<file path="src/design/wtrms_pkg.sv">
// wtrms_pkg: shared constants, register codes and config struct for the
// windowed true-RMS meter. No dependencies.
package wtrms_pkg;

    localparam int DEF_SAMPLE_BITS = 12;
    localparam int DEF_SUM_BITS    = 40;

    localparam int CFG_BITS = 16;
    localparam int IDX_BITS = 2;
    localparam int WIN_BITS = 7;
    localparam int RMS_BITS = 16;

    localparam logic [IDX_BITS-1:0] REG_SCALE  = 2'd0;
    localparam logic [IDX_BITS-1:0] REG_OFFSET = 2'd1;
    localparam logic [IDX_BITS-1:0] REG_WINDOW = 2'd2;

    localparam logic [CFG_BITS-1:0] SCALE_RESET  = 16'd8057;
    localparam logic [CFG_BITS-1:0] OFFSET_RESET = 16'd0;
    localparam logic [WIN_BITS-1:0] WINDOW_RESET = 7'd20;

    // mv = floor(prod / 10000) as (prod * MV_RECIP) >> MV_SHIFT, exact for 32-bit prod
    localparam longint unsigned MV_DIVISOR = 10000;
    localparam int              MV_SHIFT   = 45;
    localparam logic [31:0]     MV_RECIP   =
        32'(((64'd1 << MV_SHIFT) + MV_DIVISOR - 64'd1) / MV_DIVISOR);

    typedef struct packed {
        logic [CFG_BITS-1:0] scale_factor;
        logic [CFG_BITS-1:0] offset_mv;
        logic [WIN_BITS-1:0] window_length;
    } cfg_t;

endpackage

</file>
<file path="src/design/wtrms_front.sv">
// wtrms_front: sample pipeline (scale, offset, square) and saturating window
// accumulator; pushes finished window sums. Depends on wtrms_pkg.
module wtrms_front #(
    parameter int SAMPLE_BITS = wtrms_pkg::DEF_SAMPLE_BITS,
    parameter int SUM_BITS    = wtrms_pkg::DEF_SUM_BITS
) (
    input  logic                          clk,
    input  logic                          rst_n,
    input  wtrms_pkg::cfg_t               cfg,
    input  logic                          in_valid,
    output logic                          in_stall,
    input  logic [SAMPLE_BITS-1:0]        adc_sample,
    input  logic                          q_full,
    output logic                          push,
    output logic [SUM_BITS-1:0]           push_sum,
    output logic [wtrms_pkg::WIN_BITS-1:0] push_win
);
    import wtrms_pkg::*;

    localparam int PROD_BITS = SAMPLE_BITS + CFG_BITS;
    localparam int QW_BITS   = PROD_BITS + 32;
    localparam int MV_BITS   = SAMPLE_BITS + 3;
    localparam int MAG_BITS  = (MV_BITS > CFG_BITS) ? MV_BITS : CFG_BITS;
    localparam int SQ_BITS   = 2 * MAG_BITS;
    localparam int ACC_BITS  = ((SUM_BITS > SQ_BITS) ? SUM_BITS : SQ_BITS) + 1;

    logic                 advance;
    logic [3:0]           vld_reg;
    logic [PROD_BITS-1:0] prod_reg;
    logic [MV_BITS-1:0]   mv_reg;
    logic [MAG_BITS-1:0]  mag_reg;
    logic [SQ_BITS-1:0]   sq_reg;
    logic [SUM_BITS-1:0]  sum_reg;
    logic [SUM_BITS-1:0]  sum_next;
    logic [WIN_BITS-1:0]  count_reg;
    logic [WIN_BITS-1:0]  count_next;

    logic [QW_BITS-1:0]   qwide;
    logic [MAG_BITS-1:0]  mv_ext;
    logic [MAG_BITS-1:0]  off_ext;
    logic [ACC_BITS-1:0]  total;
    logic [SUM_BITS-1:0]  acc_sum;
    logic [WIN_BITS-1:0]  cnt1;
    logic [WIN_BITS-1:0]  win;
    logic                 win_end;

    assign advance  = !q_full;
    assign in_stall = q_full;

    assign qwide   = QW_BITS'(prod_reg) * QW_BITS'(MV_RECIP);
    assign mv_ext  = MAG_BITS'(mv_reg);
    assign off_ext = MAG_BITS'(cfg.offset_mv);

    assign total   = ACC_BITS'(sum_reg) + ACC_BITS'(sq_reg);
    assign acc_sum = (total > ACC_BITS'({SUM_BITS{1'b1}})) ? {SUM_BITS{1'b1}}
                                                           : total[SUM_BITS-1:0];
    assign cnt1    = count_reg + WIN_BITS'(1);
    assign win     = (cfg.window_length == '0) ? WIN_BITS'(1) : cfg.window_length;
    assign win_end = (cnt1 >= win);

    assign push     = vld_reg[3] && advance && win_end;
    assign push_sum = acc_sum;
    assign push_win = win;

    always_comb
    begin
        sum_next   = sum_reg;
        count_next = count_reg;
        if (vld_reg[3] && advance)
        begin
            if (win_end)
            begin
                sum_next   = '0;
                count_next = '0;
            end
            else
            begin
                sum_next   = acc_sum;
                count_next = cnt1;
            end
        end
    end

    always_ff @(posedge clk or negedge rst_n)
    begin
        if (!rst_n)
        begin
            vld_reg   <= '0;
            sum_reg   <= '0;
            count_reg <= '0;
        end
        else
        begin
            sum_reg   <= sum_next;
            count_reg <= count_next;
            if (advance)
            begin
                vld_reg <= {vld_reg[2:0], in_valid};
            end
        end
    end

    always_ff @(posedge clk)
    begin
        if (advance)
        begin
            prod_reg <= PROD_BITS'(adc_sample) * PROD_BITS'(cfg.scale_factor);
            mv_reg   <= qwide[MV_SHIFT +: MV_BITS];
            mag_reg  <= (mv_ext >= off_ext) ? (mv_ext - off_ext) : (off_ext - mv_ext);
            sq_reg   <= SQ_BITS'(mag_reg) * SQ_BITS'(mag_reg);
        end
    end

    a_count_bound: assert property (@(posedge clk) disable iff (!rst_n)
        count_reg != {WIN_BITS{1'b1}})
        else $error("window count reached its wrap value");

endmodule

</file>
<file path="src/design/wtrms_queue.sv">
// wtrms_queue: two-entry FIFO carrying window sums and lengths from front to back.
// Depends on wtrms_pkg only through its users.
module wtrms_queue #(
    parameter int DATA_BITS = 47
) (
    input  logic                 clk,
    input  logic                 rst_n,
    input  logic                 push,
    input  logic [DATA_BITS-1:0] push_data,
    input  logic                 pop,
    output logic [DATA_BITS-1:0] pop_data,
    output logic                 full,
    output logic                 empty
);
    logic [DATA_BITS-1:0] mem_reg [2];
    logic                 wr_ptr_reg;
    logic                 rd_ptr_reg;
    logic [1:0]           fill_reg;

    assign full     = (fill_reg == 2'd2);
    assign empty    = (fill_reg == 2'd0);
    assign pop_data = mem_reg[rd_ptr_reg];

    always_ff @(posedge clk or negedge rst_n)
    begin
        if (!rst_n)
        begin
            wr_ptr_reg <= 1'b0;
            rd_ptr_reg <= 1'b0;
            fill_reg   <= 2'd0;
        end
        else
        begin
            if (push)
            begin
                wr_ptr_reg <= !wr_ptr_reg;
            end
            if (pop)
            begin
                rd_ptr_reg <= !rd_ptr_reg;
            end
            if (push && !pop)
            begin
                fill_reg <= fill_reg + 2'd1;
            end
            else if (pop && !push)
            begin
                fill_reg <= fill_reg - 2'd1;
            end
        end
    end

    always_ff @(posedge clk)
    begin
        if (push)
        begin
            mem_reg[wr_ptr_reg] <= push_data;
        end
    end

    a_no_overrun: assert property (@(posedge clk) disable iff (!rst_n)
        push |-> (!full || pop))
        else $error("push into full queue");

    a_no_underrun: assert property (@(posedge clk) disable iff (!rst_n)
        pop |-> !empty)
        else $error("pop from empty queue");

endmodule

</file>
<file path="src/design/wtrms_back.sv">
// wtrms_back: bit-serial restoring divide of the window sum by its length,
// then digit-by-digit floor square root, result register. Depends on wtrms_pkg.
module wtrms_back #(
    parameter int SUM_BITS = wtrms_pkg::DEF_SUM_BITS
) (
    input  logic                           clk,
    input  logic                           rst_n,
    input  logic                           q_empty,
    input  logic [SUM_BITS-1:0]            q_sum,
    input  logic [wtrms_pkg::WIN_BITS-1:0] q_win,
    output logic                           pop,
    output logic                           out_valid,
    input  logic                           out_stall,
    output logic [wtrms_pkg::RMS_BITS-1:0] rms_value
);
    import wtrms_pkg::*;

    localparam int ROOT_BITS = (SUM_BITS + 1) / 2;
    localparam int ROOT_IN   = 2 * ROOT_BITS;
    localparam int RR_BITS   = ROOT_BITS + 2;
    localparam int CNT_BITS  = $clog2(SUM_BITS + 1);

    localparam logic [1:0] ST_IDLE = 2'd0;
    localparam logic [1:0] ST_DIV  = 2'd1;
    localparam logic [1:0] ST_ROOT = 2'd2;
    localparam logic [1:0] ST_DONE = 2'd3;

    logic [1:0]           state_reg;
    logic [1:0]           state_next;
    logic [CNT_BITS-1:0]  cnt_reg;
    logic [CNT_BITS-1:0]  cnt_next;

    logic [SUM_BITS-1:0]  dq_reg;
    logic [WIN_BITS-1:0]  win_reg;
    logic [WIN_BITS-1:0]  rem_reg;
    logic [ROOT_IN-1:0]   rop_reg;
    logic [RR_BITS-1:0]   rr_reg;
    logic [ROOT_BITS-1:0] root_reg;
    logic [RMS_BITS-1:0]  rms_reg;

    logic [WIN_BITS:0]    rem_sh;
    logic [WIN_BITS:0]    rem_sub;
    logic                 q_bit;
    logic [SUM_BITS-1:0]  dq_next;
    logic [WIN_BITS-1:0]  rem_next;

    logic [RR_BITS-1:0]   rr_sh;
    logic [RR_BITS-1:0]   trial;
    logic                 r_bit;
    logic [RR_BITS-1:0]   rr_next;
    logic [ROOT_BITS-1:0] root_next;
    logic [RMS_BITS-1:0]  rms_sat;

    assign pop       = (state_reg == ST_IDLE) && !q_empty;
    assign out_valid = (state_reg == ST_DONE);
    assign rms_value = rms_reg;

    assign rem_sh   = {rem_reg, dq_reg[SUM_BITS-1]};
    assign q_bit    = (rem_sh >= {1'b0, win_reg});
    assign rem_sub  = rem_sh - {1'b0, win_reg};
    assign rem_next = q_bit ? rem_sub[WIN_BITS-1:0] : rem_sh[WIN_BITS-1:0];
    assign dq_next  = {dq_reg[SUM_BITS-2:0], q_bit};

    assign rr_sh     = {rr_reg[RR_BITS-3:0], rop_reg[ROOT_IN-1 -: 2]};
    assign trial     = {root_reg, 2'b01};
    assign r_bit     = (rr_sh >= trial);
    assign rr_next   = r_bit ? (rr_sh - trial) : rr_sh;
    assign root_next = {root_reg[ROOT_BITS-2:0], r_bit};
    assign rms_sat   = (root_next > ROOT_BITS'({RMS_BITS{1'b1}})) ? {RMS_BITS{1'b1}}
                                                                 : root_next[RMS_BITS-1:0];

    always_comb
    begin
        state_next = state_reg;
        cnt_next   = cnt_reg;
        case (state_reg)
            ST_IDLE:
            begin
                if (!q_empty)
                begin
                    state_next = ST_DIV;
                    cnt_next   = '0;
                end
            end
            ST_DIV:
            begin
                cnt_next = cnt_reg + CNT_BITS'(1);
                if (cnt_reg == CNT_BITS'(SUM_BITS - 1))
                begin
                    state_next = ST_ROOT;
                    cnt_next   = '0;
                end
            end
            ST_ROOT:
            begin
                cnt_next = cnt_reg + CNT_BITS'(1);
                if (cnt_reg == CNT_BITS'(ROOT_BITS - 1))
                begin
                    state_next = ST_DONE;
                    cnt_next   = '0;
                end
            end
            ST_DONE:
            begin
                if (!out_stall)
                begin
                    state_next = ST_IDLE;
                end
            end
            default:
            begin
                state_next = ST_IDLE;
            end
        endcase
    end

    always_ff @(posedge clk or negedge rst_n)
    begin
        if (!rst_n)
        begin
            state_reg <= ST_IDLE;
            cnt_reg   <= '0;
        end
        else
        begin
            state_reg <= state_next;
            cnt_reg   <= cnt_next;
        end
    end

    always_ff @(posedge clk)
    begin
        case (state_reg)
            ST_IDLE:
            begin
                dq_reg  <= q_sum;
                win_reg <= q_win;
                rem_reg <= '0;
            end
            ST_DIV:
            begin
                dq_reg  <= dq_next;
                rem_reg <= rem_next;
                if (cnt_reg == CNT_BITS'(SUM_BITS - 1))
                begin
                    rop_reg  <= ROOT_IN'(dq_next);
                    rr_reg   <= '0;
                    root_reg <= '0;
                end
            end
            ST_ROOT:
            begin
                rop_reg  <= {rop_reg[ROOT_IN-3:0], 2'b00};
                rr_reg   <= rr_next;
                root_reg <= root_next;
                if (cnt_reg == CNT_BITS'(ROOT_BITS - 1))
                begin
                    rms_reg <= rms_sat;
                end
            end
            default:
            begin
            end
        endcase
    end

    a_div_nonzero: assert property (@(posedge clk) disable iff (!rst_n)
        (state_reg == ST_DIV) |-> (win_reg != '0))
        else $error("divide by zero window");

    a_rem_bound: assert property (@(posedge clk) disable iff (!rst_n)
        (state_reg == ST_DIV) |-> (rem_reg < win_reg))
        else $error("divider remainder out of range");

    a_root_rem: assert property (@(posedge clk) disable iff (!rst_n)
        (state_reg == ST_ROOT) |-> (rr_reg <= RR_BITS'({root_reg, 1'b0})))
        else $error("root remainder exceeds twice the partial root");

endmodule

</file>
<file path="src/design/windowed_true_rms_meter_top.sv">
// windowed_true_rms_meter_top: config registers and the front/queue/back
// split of the true-RMS meter. Depends on wtrms_pkg, wtrms_front,
// wtrms_queue, wtrms_back.
//
// Usage: one converter reading per input beat (in_valid/in_stall,
// adc_sample). Each reading is scaled to mV, offset-corrected, squared and
// accumulated. After window_length readings one rms_value beat is offered
// on out_valid/out_stall; other readings give no output.
// Input: one beat per cycle while the two-entry window queue has room; a
// reading passes the product, mV, magnitude and square registers before
// it is added to the window sum. Output: the back unit divides one bit
// per cycle across the SUM_BITS-bit window sum, then takes one root digit
// per cycle for a root of SUM_BITS/2 rounded up bits, and takes a new
// window from the queue only when idle, once the last result is taken.
// While out_stall is high the result holds; the back unit waits, the queue
// fills, and in_stall rises once two further windows are queued.
// Reset clears the accumulator, counter, queue and back unit and loads
// scale 8057, offset 0, window 20. The user must write config through
// wr_en/wr_index/wr_data while the block is idle; the block does not check.
module windowed_true_rms_meter_top #(
    parameter int SAMPLE_BITS = wtrms_pkg::DEF_SAMPLE_BITS,
    parameter int SUM_BITS    = wtrms_pkg::DEF_SUM_BITS
) (
    input  logic                           clk,
    input  logic                           rst_n,
    input  logic                           wr_en,
    input  logic [wtrms_pkg::IDX_BITS-1:0] wr_index,
    input  logic [wtrms_pkg::CFG_BITS-1:0] wr_data,
    input  logic                           in_valid,
    output logic                           in_stall,
    input  logic [SAMPLE_BITS-1:0]         adc_sample,
    output logic                           out_valid,
    input  logic                           out_stall,
    output logic [wtrms_pkg::RMS_BITS-1:0] rms_value
);
    import wtrms_pkg::*;

    localparam int Q_BITS = SUM_BITS + WIN_BITS;

    cfg_t                cfg_reg;
    logic                push;
    logic [SUM_BITS-1:0] push_sum;
    logic [WIN_BITS-1:0] push_win;
    logic                pop;
    logic [Q_BITS-1:0]   pop_data;
    logic                q_full;
    logic                q_empty;

    always_ff @(posedge clk or negedge rst_n)
    begin
        if (!rst_n)
        begin
            cfg_reg.scale_factor  <= SCALE_RESET;
            cfg_reg.offset_mv     <= OFFSET_RESET;
            cfg_reg.window_length <= WINDOW_RESET;
        end
        else if (wr_en)
        begin
            case (wr_index)
                REG_SCALE:  cfg_reg.scale_factor  <= wr_data;
                REG_OFFSET: cfg_reg.offset_mv     <= wr_data;
                REG_WINDOW: cfg_reg.window_length <= wr_data[WIN_BITS-1:0];
                default:
                begin
                end
            endcase
        end
    end

    wtrms_front #(
        .SAMPLE_BITS (SAMPLE_BITS),
        .SUM_BITS    (SUM_BITS)
    ) u_front (
        .clk        (clk),
        .rst_n      (rst_n),
        .cfg        (cfg_reg),
        .in_valid   (in_valid),
        .in_stall   (in_stall),
        .adc_sample (adc_sample),
        .q_full     (q_full),
        .push       (push),
        .push_sum   (push_sum),
        .push_win   (push_win)
    );

    wtrms_queue #(
        .DATA_BITS (Q_BITS)
    ) u_queue (
        .clk       (clk),
        .rst_n     (rst_n),
        .push      (push),
        .push_data ({push_sum, push_win}),
        .pop       (pop),
        .pop_data  (pop_data),
        .full      (q_full),
        .empty     (q_empty)
    );

    wtrms_back #(
        .SUM_BITS (SUM_BITS)
    ) u_back (
        .clk       (clk),
        .rst_n     (rst_n),
        .q_empty   (q_empty),
        .q_sum     (pop_data[Q_BITS-1:WIN_BITS]),
        .q_win     (pop_data[WIN_BITS-1:0]),
        .pop       (pop),
        .out_valid (out_valid),
        .out_stall (out_stall),
        .rms_value (rms_value)
    );

endmodule

</file>
<file path="config.mk">
export PLATFORM = sky130hd
export DESIGN_NAME = windowed_true_rms_meter_top
export DESIGN_NICKNAME = d
export VERILOG_FILES = /design/src/design/wtrms_pkg.sv /design/src/design/wtrms_front.sv /design/src/design/wtrms_queue.sv /design/src/design/wtrms_back.sv /design/src/design/windowed_true_rms_meter_top.sv
export SDC_FILE = /design/constraint.sdc
export NUM_CORES = 2
export LEC_CHECK = 0
export CORE_MARGIN = 1.5
export CORE_UTILIZATION = 35
export CTS_CLUSTER_DIAMETER = 150
export DETAILED_ROUTE_END_ITERATION = 12
export DONT_BUFFER_PORTS = 1
export GPL_TIMING_DRIVEN = 0
export SETUP_SLACK_MARGIN = 0.2
export SYNTH_ARGS = -nofsm -noshare
export SYNTH_HDL_FRONTEND = slang
export SYNTH_HIERARCHICAL = 1
export SYNTH_SLANG_ARGS = --single-unit
</file>
<file path="constraint.sdc">
create_clock -name clk -period 7.62 [get_ports clk]
set_input_delay 0.762 -clock clk [delete_from_list [all_inputs] [get_ports clk]]
set_output_delay 0.762 -clock clk [all_outputs]
set_load 0.05 [all_outputs]
</file>
# Yosys cells after proc, flatten, opt, wreduce, memory -nomap -nowiden
# Memory sizes are Yosys's and may differ from the RTL's.
# Index checks and enable logic that the tools add are counted.
[totals] wordCells=107 n_memories=1 input_bits=35 ff_bits=343 ram_bits=94
[op_classes] n_eq_ne=12 n_reduce_logical=26 multipliers=3 magnitude_cmp=6 mux=28 n_addsub=9
[mem_list] memory="u_queue.mem_reg" words=2 width=47 read_ports=1 rd_ports_with_merged_regs=0 wr=1 line="wtrms_queue.sv:15" source="logic [DATA_BITS-1:0] mem_reg [2];"
[ops] op="40-bit one-hot mux with 2 select lines" count=2
[ops] op="40-bit 2-to-1 mux" count=3
[ops] op="20-bit one-hot mux with 2 select lines" count=2
[ops] op="28-bit by 32-bit multiplier with 60-bit output, second input constant" count=1
[ops] op="20-bit 2-to-1 mux" count=3
[ops] op="40-bit by 32-bit adder with 41-bit output" count=1
[ops] op="41-bit by 40-bit > comparator with 1-bit output, second input constant" count=1
[ops] op="16-bit by 16-bit multiplier with 32-bit output" count=1
[ops] op="12-bit by 16-bit multiplier with 28-bit output" count=1
[ops] op="22-bit >= comparator" count=1
[ops] op="7-bit 2-to-1 mux" count=3
[ops] op="20-bit by 16-bit > comparator with 1-bit output, second input constant" count=1
[ops] op="20-bit subtractor" count=1
[ops] op="6-bit 2-to-1 mux" count=3
[ops] op="6-bit one-hot mux with 3 select lines" count=1
[ops] op="15-bit by 16-bit >= comparator with 1-bit output" count=1
[ops] op="16-bit 2-to-1 mux" count=1
[ops] op="15-bit by 16-bit subtractor with 16-bit output" count=1
[ops] op="16-bit by 15-bit subtractor with 16-bit output" count=1
[ops] op="7-bit one-hot mux with 2 select lines" count=1
[ops] op="2-bit 2-to-1 mux" count=6
[ops] op="2-bit AND reduction" count=6
[ops] op="2-bit equality test, second input constant" count=4
[ops] op="8-bit by 7-bit >= comparator with 1-bit output" count=1
[ops] op="20 further kinds" count=37

# Logic depth before layout (Yosys ltp)
[logic_depth] ltp_word=8 mapped_depth=26 mapped_depth_nobuf=26

# Modules after synthesis
# Netlist, hierarchy kept.
[by_module_without_submodules] mod="wtrms_front" n_inst=1 area_each_um2=36087.1 cells_each=3741 seq_area_each_um2=3978.8
[by_module_without_submodules] mod="wtrms_back" n_inst=1 area_each_um2=8042.7 cells_each=635 seq_area_each_um2=4704.5
[by_module_without_submodules] mod="wtrms_queue" n_inst=1 area_each_um2=3657.3 cells_each=162 seq_area_each_um2=2922.8
[by_module_without_submodules] mod="windowed_true_rms_meter_top" n_inst=1 area_each_um2=1490.2 cells_each=83 seq_area_each_um2=991.0

# Worst setup path after synthesis
# OpenSTA, ideal clock, no wires.
[synth_path] kind="register -> register" startpoint="reg u_front.prod_reg[8]" endpoint="reg u_front.mv_reg[14] (data pin)" t_required_ns=7.361 setup_ns=0.259 setup_slack_ns=0.783 path_stages_with_launch=25 t_arrival_ns=6.578 path_cell_list="edfxtp_1 > inv_1 > ha_1 > inv_1 > fa_1 > inv_1 > fa_1 > inv_1 > fa_1 > fa_1 > fa_1 > inv_1 > fa_1 > inv_1 > ha_1 > a211oi_1 > o21ai_1 > o2111a_1 > o41a_1 > nor3_2 > nand2_1 > a221o_1 > o41ai_4 > o21ai_1 > xnor2_1"
[synth_via] elab_chain_cells=1
[synth_rtl] element="from (decl)" line="wtrms_front.sv:29" source="logic [PROD_BITS-1:0] prod_reg;"
[synth_rtl] element="from (signal assigned)" line="wtrms_front.sv:107" source="prod_reg <= PROD_BITS'(adc_sample) * PROD_BITS'(cfg.scale_factor);"
[synth_rtl] element="28-bit by 32-bit multiplier with 60-bit output" line="wtrms_front.sv:50" source="assign qwide = QW_BITS'(prod_reg) * QW_BITS'(MV_RECIP);"
[synth_rtl] element="named net u_front.qwide[59]" line="wtrms_front.sv:38" source="logic [QW_BITS-1:0] qwide;"
[synth_rtl] element="to (signal assigned)" line="wtrms_front.sv:108" source="mv_reg <= qwide[MV_SHIFT +: MV_BITS];"
[synth_rtl] element="to (decl)" line="wtrms_front.sv:30" source="logic [MV_BITS-1:0] mv_reg;"
# The timed path passes the listed nets, and every way through them passes these cells.
# A chain may end at the register's enable or synchronous reset.

# Final worst setup path
[layout_path] startpoint="reg u_front.prod_reg[17]" endpoint="reg u_front.mv_reg[13] (data pin)"
# Same word-level chain as after synthesis.

==> impl_metrics.tcl <==
set metrics [dict create \
    status "finished, final reports clean" \
    syn_inst 4621 \
    rrSetupSlack_ps 300 \
    grt_pass1_wl_um 186400 \
    rows 137 \
    vias 32150 \
    yosysWarningCount 6 \
    synth_ff_type "edfxtp_1" \
    core_region_area_sq_um 139500 \
    final_layout_size_suffix_gt1_frac 0.09896 \
    critPathRequiredTime_ps 7990 \
    finalMaxSlewViolations 0 \
    timing.final.crit_period_ps 7318 \
    die_area_sq_um 143100 \
    setup_viol 0 \
    drcViolationCount 0 \
    fin_nets 6053 \
    maxCapViolCount 0 \
    critPathLaunchType "register" \
    tritoncts "yes" \
    syn-num-nets 5920 \
    grt-ovfl-total 0 \
    vias_per_cell 4.823 \
    rsz0062_at_grt "true" \
    yosysSeqAreaShare 0.2556 \
    chipWidth_um 378.2 \
    detail_route.iter0.violations 1653 \
    synth.area.top_cells "fa_1, edfxtp_1, ha_1" \
    syn_area_per_cell_sq_um 10.66 \
    diodes 0 \
    hp-class "primary input to asynchronous set/reset pin" \
    yosysTopAreaCell "fa_1" \
    gp_congestion 0.9498 \
    cp_data_arrival_time_ps 7690 \
    drt-total-wl_um 116600 \
    multi_input_area_sq_um 32510 \
    ant_nets 0 \
    hold_viol 0 \
    synthArstFlopShare 0.2339 \
    synth_most_common_cell "inv_1" \
    cts_buffers 47 \
    port-buffer-count 0 \
    fmax_mhz 136.6 \
    worst_slew_pin_slew_ps 1236 \
    antenna_found_initial 7 \
    hpwlAfterDp_um 95540 \
    nFillCells 13750 \
    clkTransAtPathRegs_ps 70 \
    critPathKind "register to register" \
    dr.pass1.iters 8 \
    synth_commonest_cells "inv_1, fa_1, ha_1" \
    synth_edf_count 334 \
    reg2reg_depth 22 \
    slew_headroom 0.1760 \
    cts-root-buf "clkbuf_16" \
    fin_cells 6666 \
    cts.path.max_buffers 3 \
    critPathMaxFanout 5 \
    grt_use_total 0.1663 \
    hold_ws_ps 52.40 \
    initial_core_util 0.3532 \
    clkLatencyLatePin_ps 620 \
    crit_path_end_kind "register" \
    io_pins 53 \
    regArea_sq_um 12600 \
    r2r-end "u_front/mv_reg[13]" \
    area_growth_pct 10.65 \
    htreeDepth 2 \
    syn-cell-area_sq_um 49280 \
    die_h_um 378.2 \
    grt_start_max_net_pins 91 \
    wl_per_cell_um 17.48 \
    clock_sinks 436 \
    synth_cell_types 96 \
    r2r-start "u_front/prod_reg[17]" \
    largest_register_ffs 94 \
    grt_pass1_vias 34250 \
    fin_crit_sh 0.9604 \
    netlist.area_leader.share 0.2783 \
    ys_seq_elements 436 \
    skew_ps 41.18 \
    dp.cells 6503 \
]
## logic make-up (layout without fill, tap and decap cells)
| family | count (synthesis) | after routing | share of synthesized area |
|---|---|---|---|
| buffers and inverters | 1190 | 1359 | 0.09207 |
| xor gates and xnor gates | 139 | 139 | 0.02471 |
| and+or+nand+nor | 834 | 834 | 0.08092 |
| muxes | 190 | 190 | 0.04449 |
| adders and majority gates | 1264 | 1264 | 0.4253 |
| DFF | 436 | 436 | 0.2556 |
| AOI/OAI and AO/OA | 568 | 568 | 0.07688 |
## worst max-delay path: stages, from the launching register on
cell	delay (ps)
edfxtp_1	570
fa_2	580
fa_1	530
inv_1	70
fa_1	510
inv_1	60
fa_1	560
fa_1	450
fa_1	490
inv_1	50
fa_2	600
inv_1	90
ha_4	230
a21oi_1	140
o21ai_0	80
and3_1	170
o41a_1	460
nor3_4	290
nand2_2	130
a221o_1	370
o41ai_4	350
o21bai_1	110
xor2_1	160
## cell usage in the layout, fill, tap and decap left out, types with 20 or more instances in the layout
master | Yosys | final
and3_1 | 24 | 23
nand3_1 | 49 | 49
xnor2_1 | 85 | 85
o21ai_1 | 22 | 23
buf_4 | 2 | 74
a22o_1 | 32 | 32
xor2_1 | 54 | 54
clkbuf_16 | 0 | 47
and2_1 | 115 | 114
nand4_1 | 24 | 24
dfrtp_1 | 90 | 90
ha_1 | 579 | 550
clkbuf_1 | 88 | 83
o21ai_0 | 96 | 94
o21a_1 | 28 | 28
mux2_4 | 20 | 20
nor2_1 | 130 | 129
edfxtp_1 | 334 | 334
nand2_1 | 351 | 350
a21oi_1 | 161 | 159
a21o_1 | 61 | 61
fa_1 | 685 | 674
a211oi_1 | 23 | 20
mux2_2 | 150 | 150
nor2b_1 | 34 | 33
nand2b_1 | 22 | 22
inv_1 | 1072 | 1064
nor3_1 | 38 | 38
## cell type report
cell class                 instances  area share
clock buffer                      51     0.02203
timing repair buffer              84     0.01423
multi-input combinational       2995      0.5963
tap                             1876     0.04305
buffer                           117    0.009523
inverter                        1073     0.07405
sequential                       436      0.2310
clock inverter                    34    0.009798
## worst max path at each step
| stage | from | end | depth (start not counted) |
|---|---|---|---|
| finish | u_front/prod_reg[17] | u_front/mv_reg[13] | 22 |
| global route | u_front/prod_reg[17] | u_front/mv_reg[14] | 24 |
| CTS | u_front/prod_reg[17] | u_front/mv_reg[14] | 22 |
| detailed placement | u_front/prod_reg[15] | u_front/mv_reg[14] | 24 |
| global placement | u_back/state_reg[0] | u_back/root_reg[8] | 6 |
| floorplan | u_front/prod_reg[8] | u_front/mv_reg[14] | 24 |
## per-layer routing
layer | share of wire | track usage | up-vias | wire (um)
met1 | 0.44 | 0.2157 | 16160 | 51130
li1 | - | - | 15160 | -
met2 | 0.48 | 0.2872 | 648 | 56480
met3 | 0.047 | 0.02530 | 183 | 5490
met4 | 0.030 | 0.04554 | 2 | 3447
met5 | 0.000086 | 0 | - | 10
## timing repair
item,4_1_cts,5_1_grt
gates cloned,0,0
endpoints found under the setup margin,14,9
endpoints found under the hold margin,90,0
gates resized for setup,29,66
buffers inserted,51,25
pin swaps,4,35
hold buffers,2,0
## through the flow
stage                     setup slack (ps)    util  TNS (ps)  cell area, sq um
after floorplan                      783.4       -         0             49280
after global placement              -668.8  0.3700    -56790             51620
after detailed placement            -578.7  0.3712     -3753             51800
after CTS                            187.9  0.3875         0             54070
after global routing                 74.68  0.3908         0             54530
final                                301.9  0.3908         0             54530
Power is not shown: default switching activity piles up to over one toggle a cycle in this logic, so the estimate is an artifact.
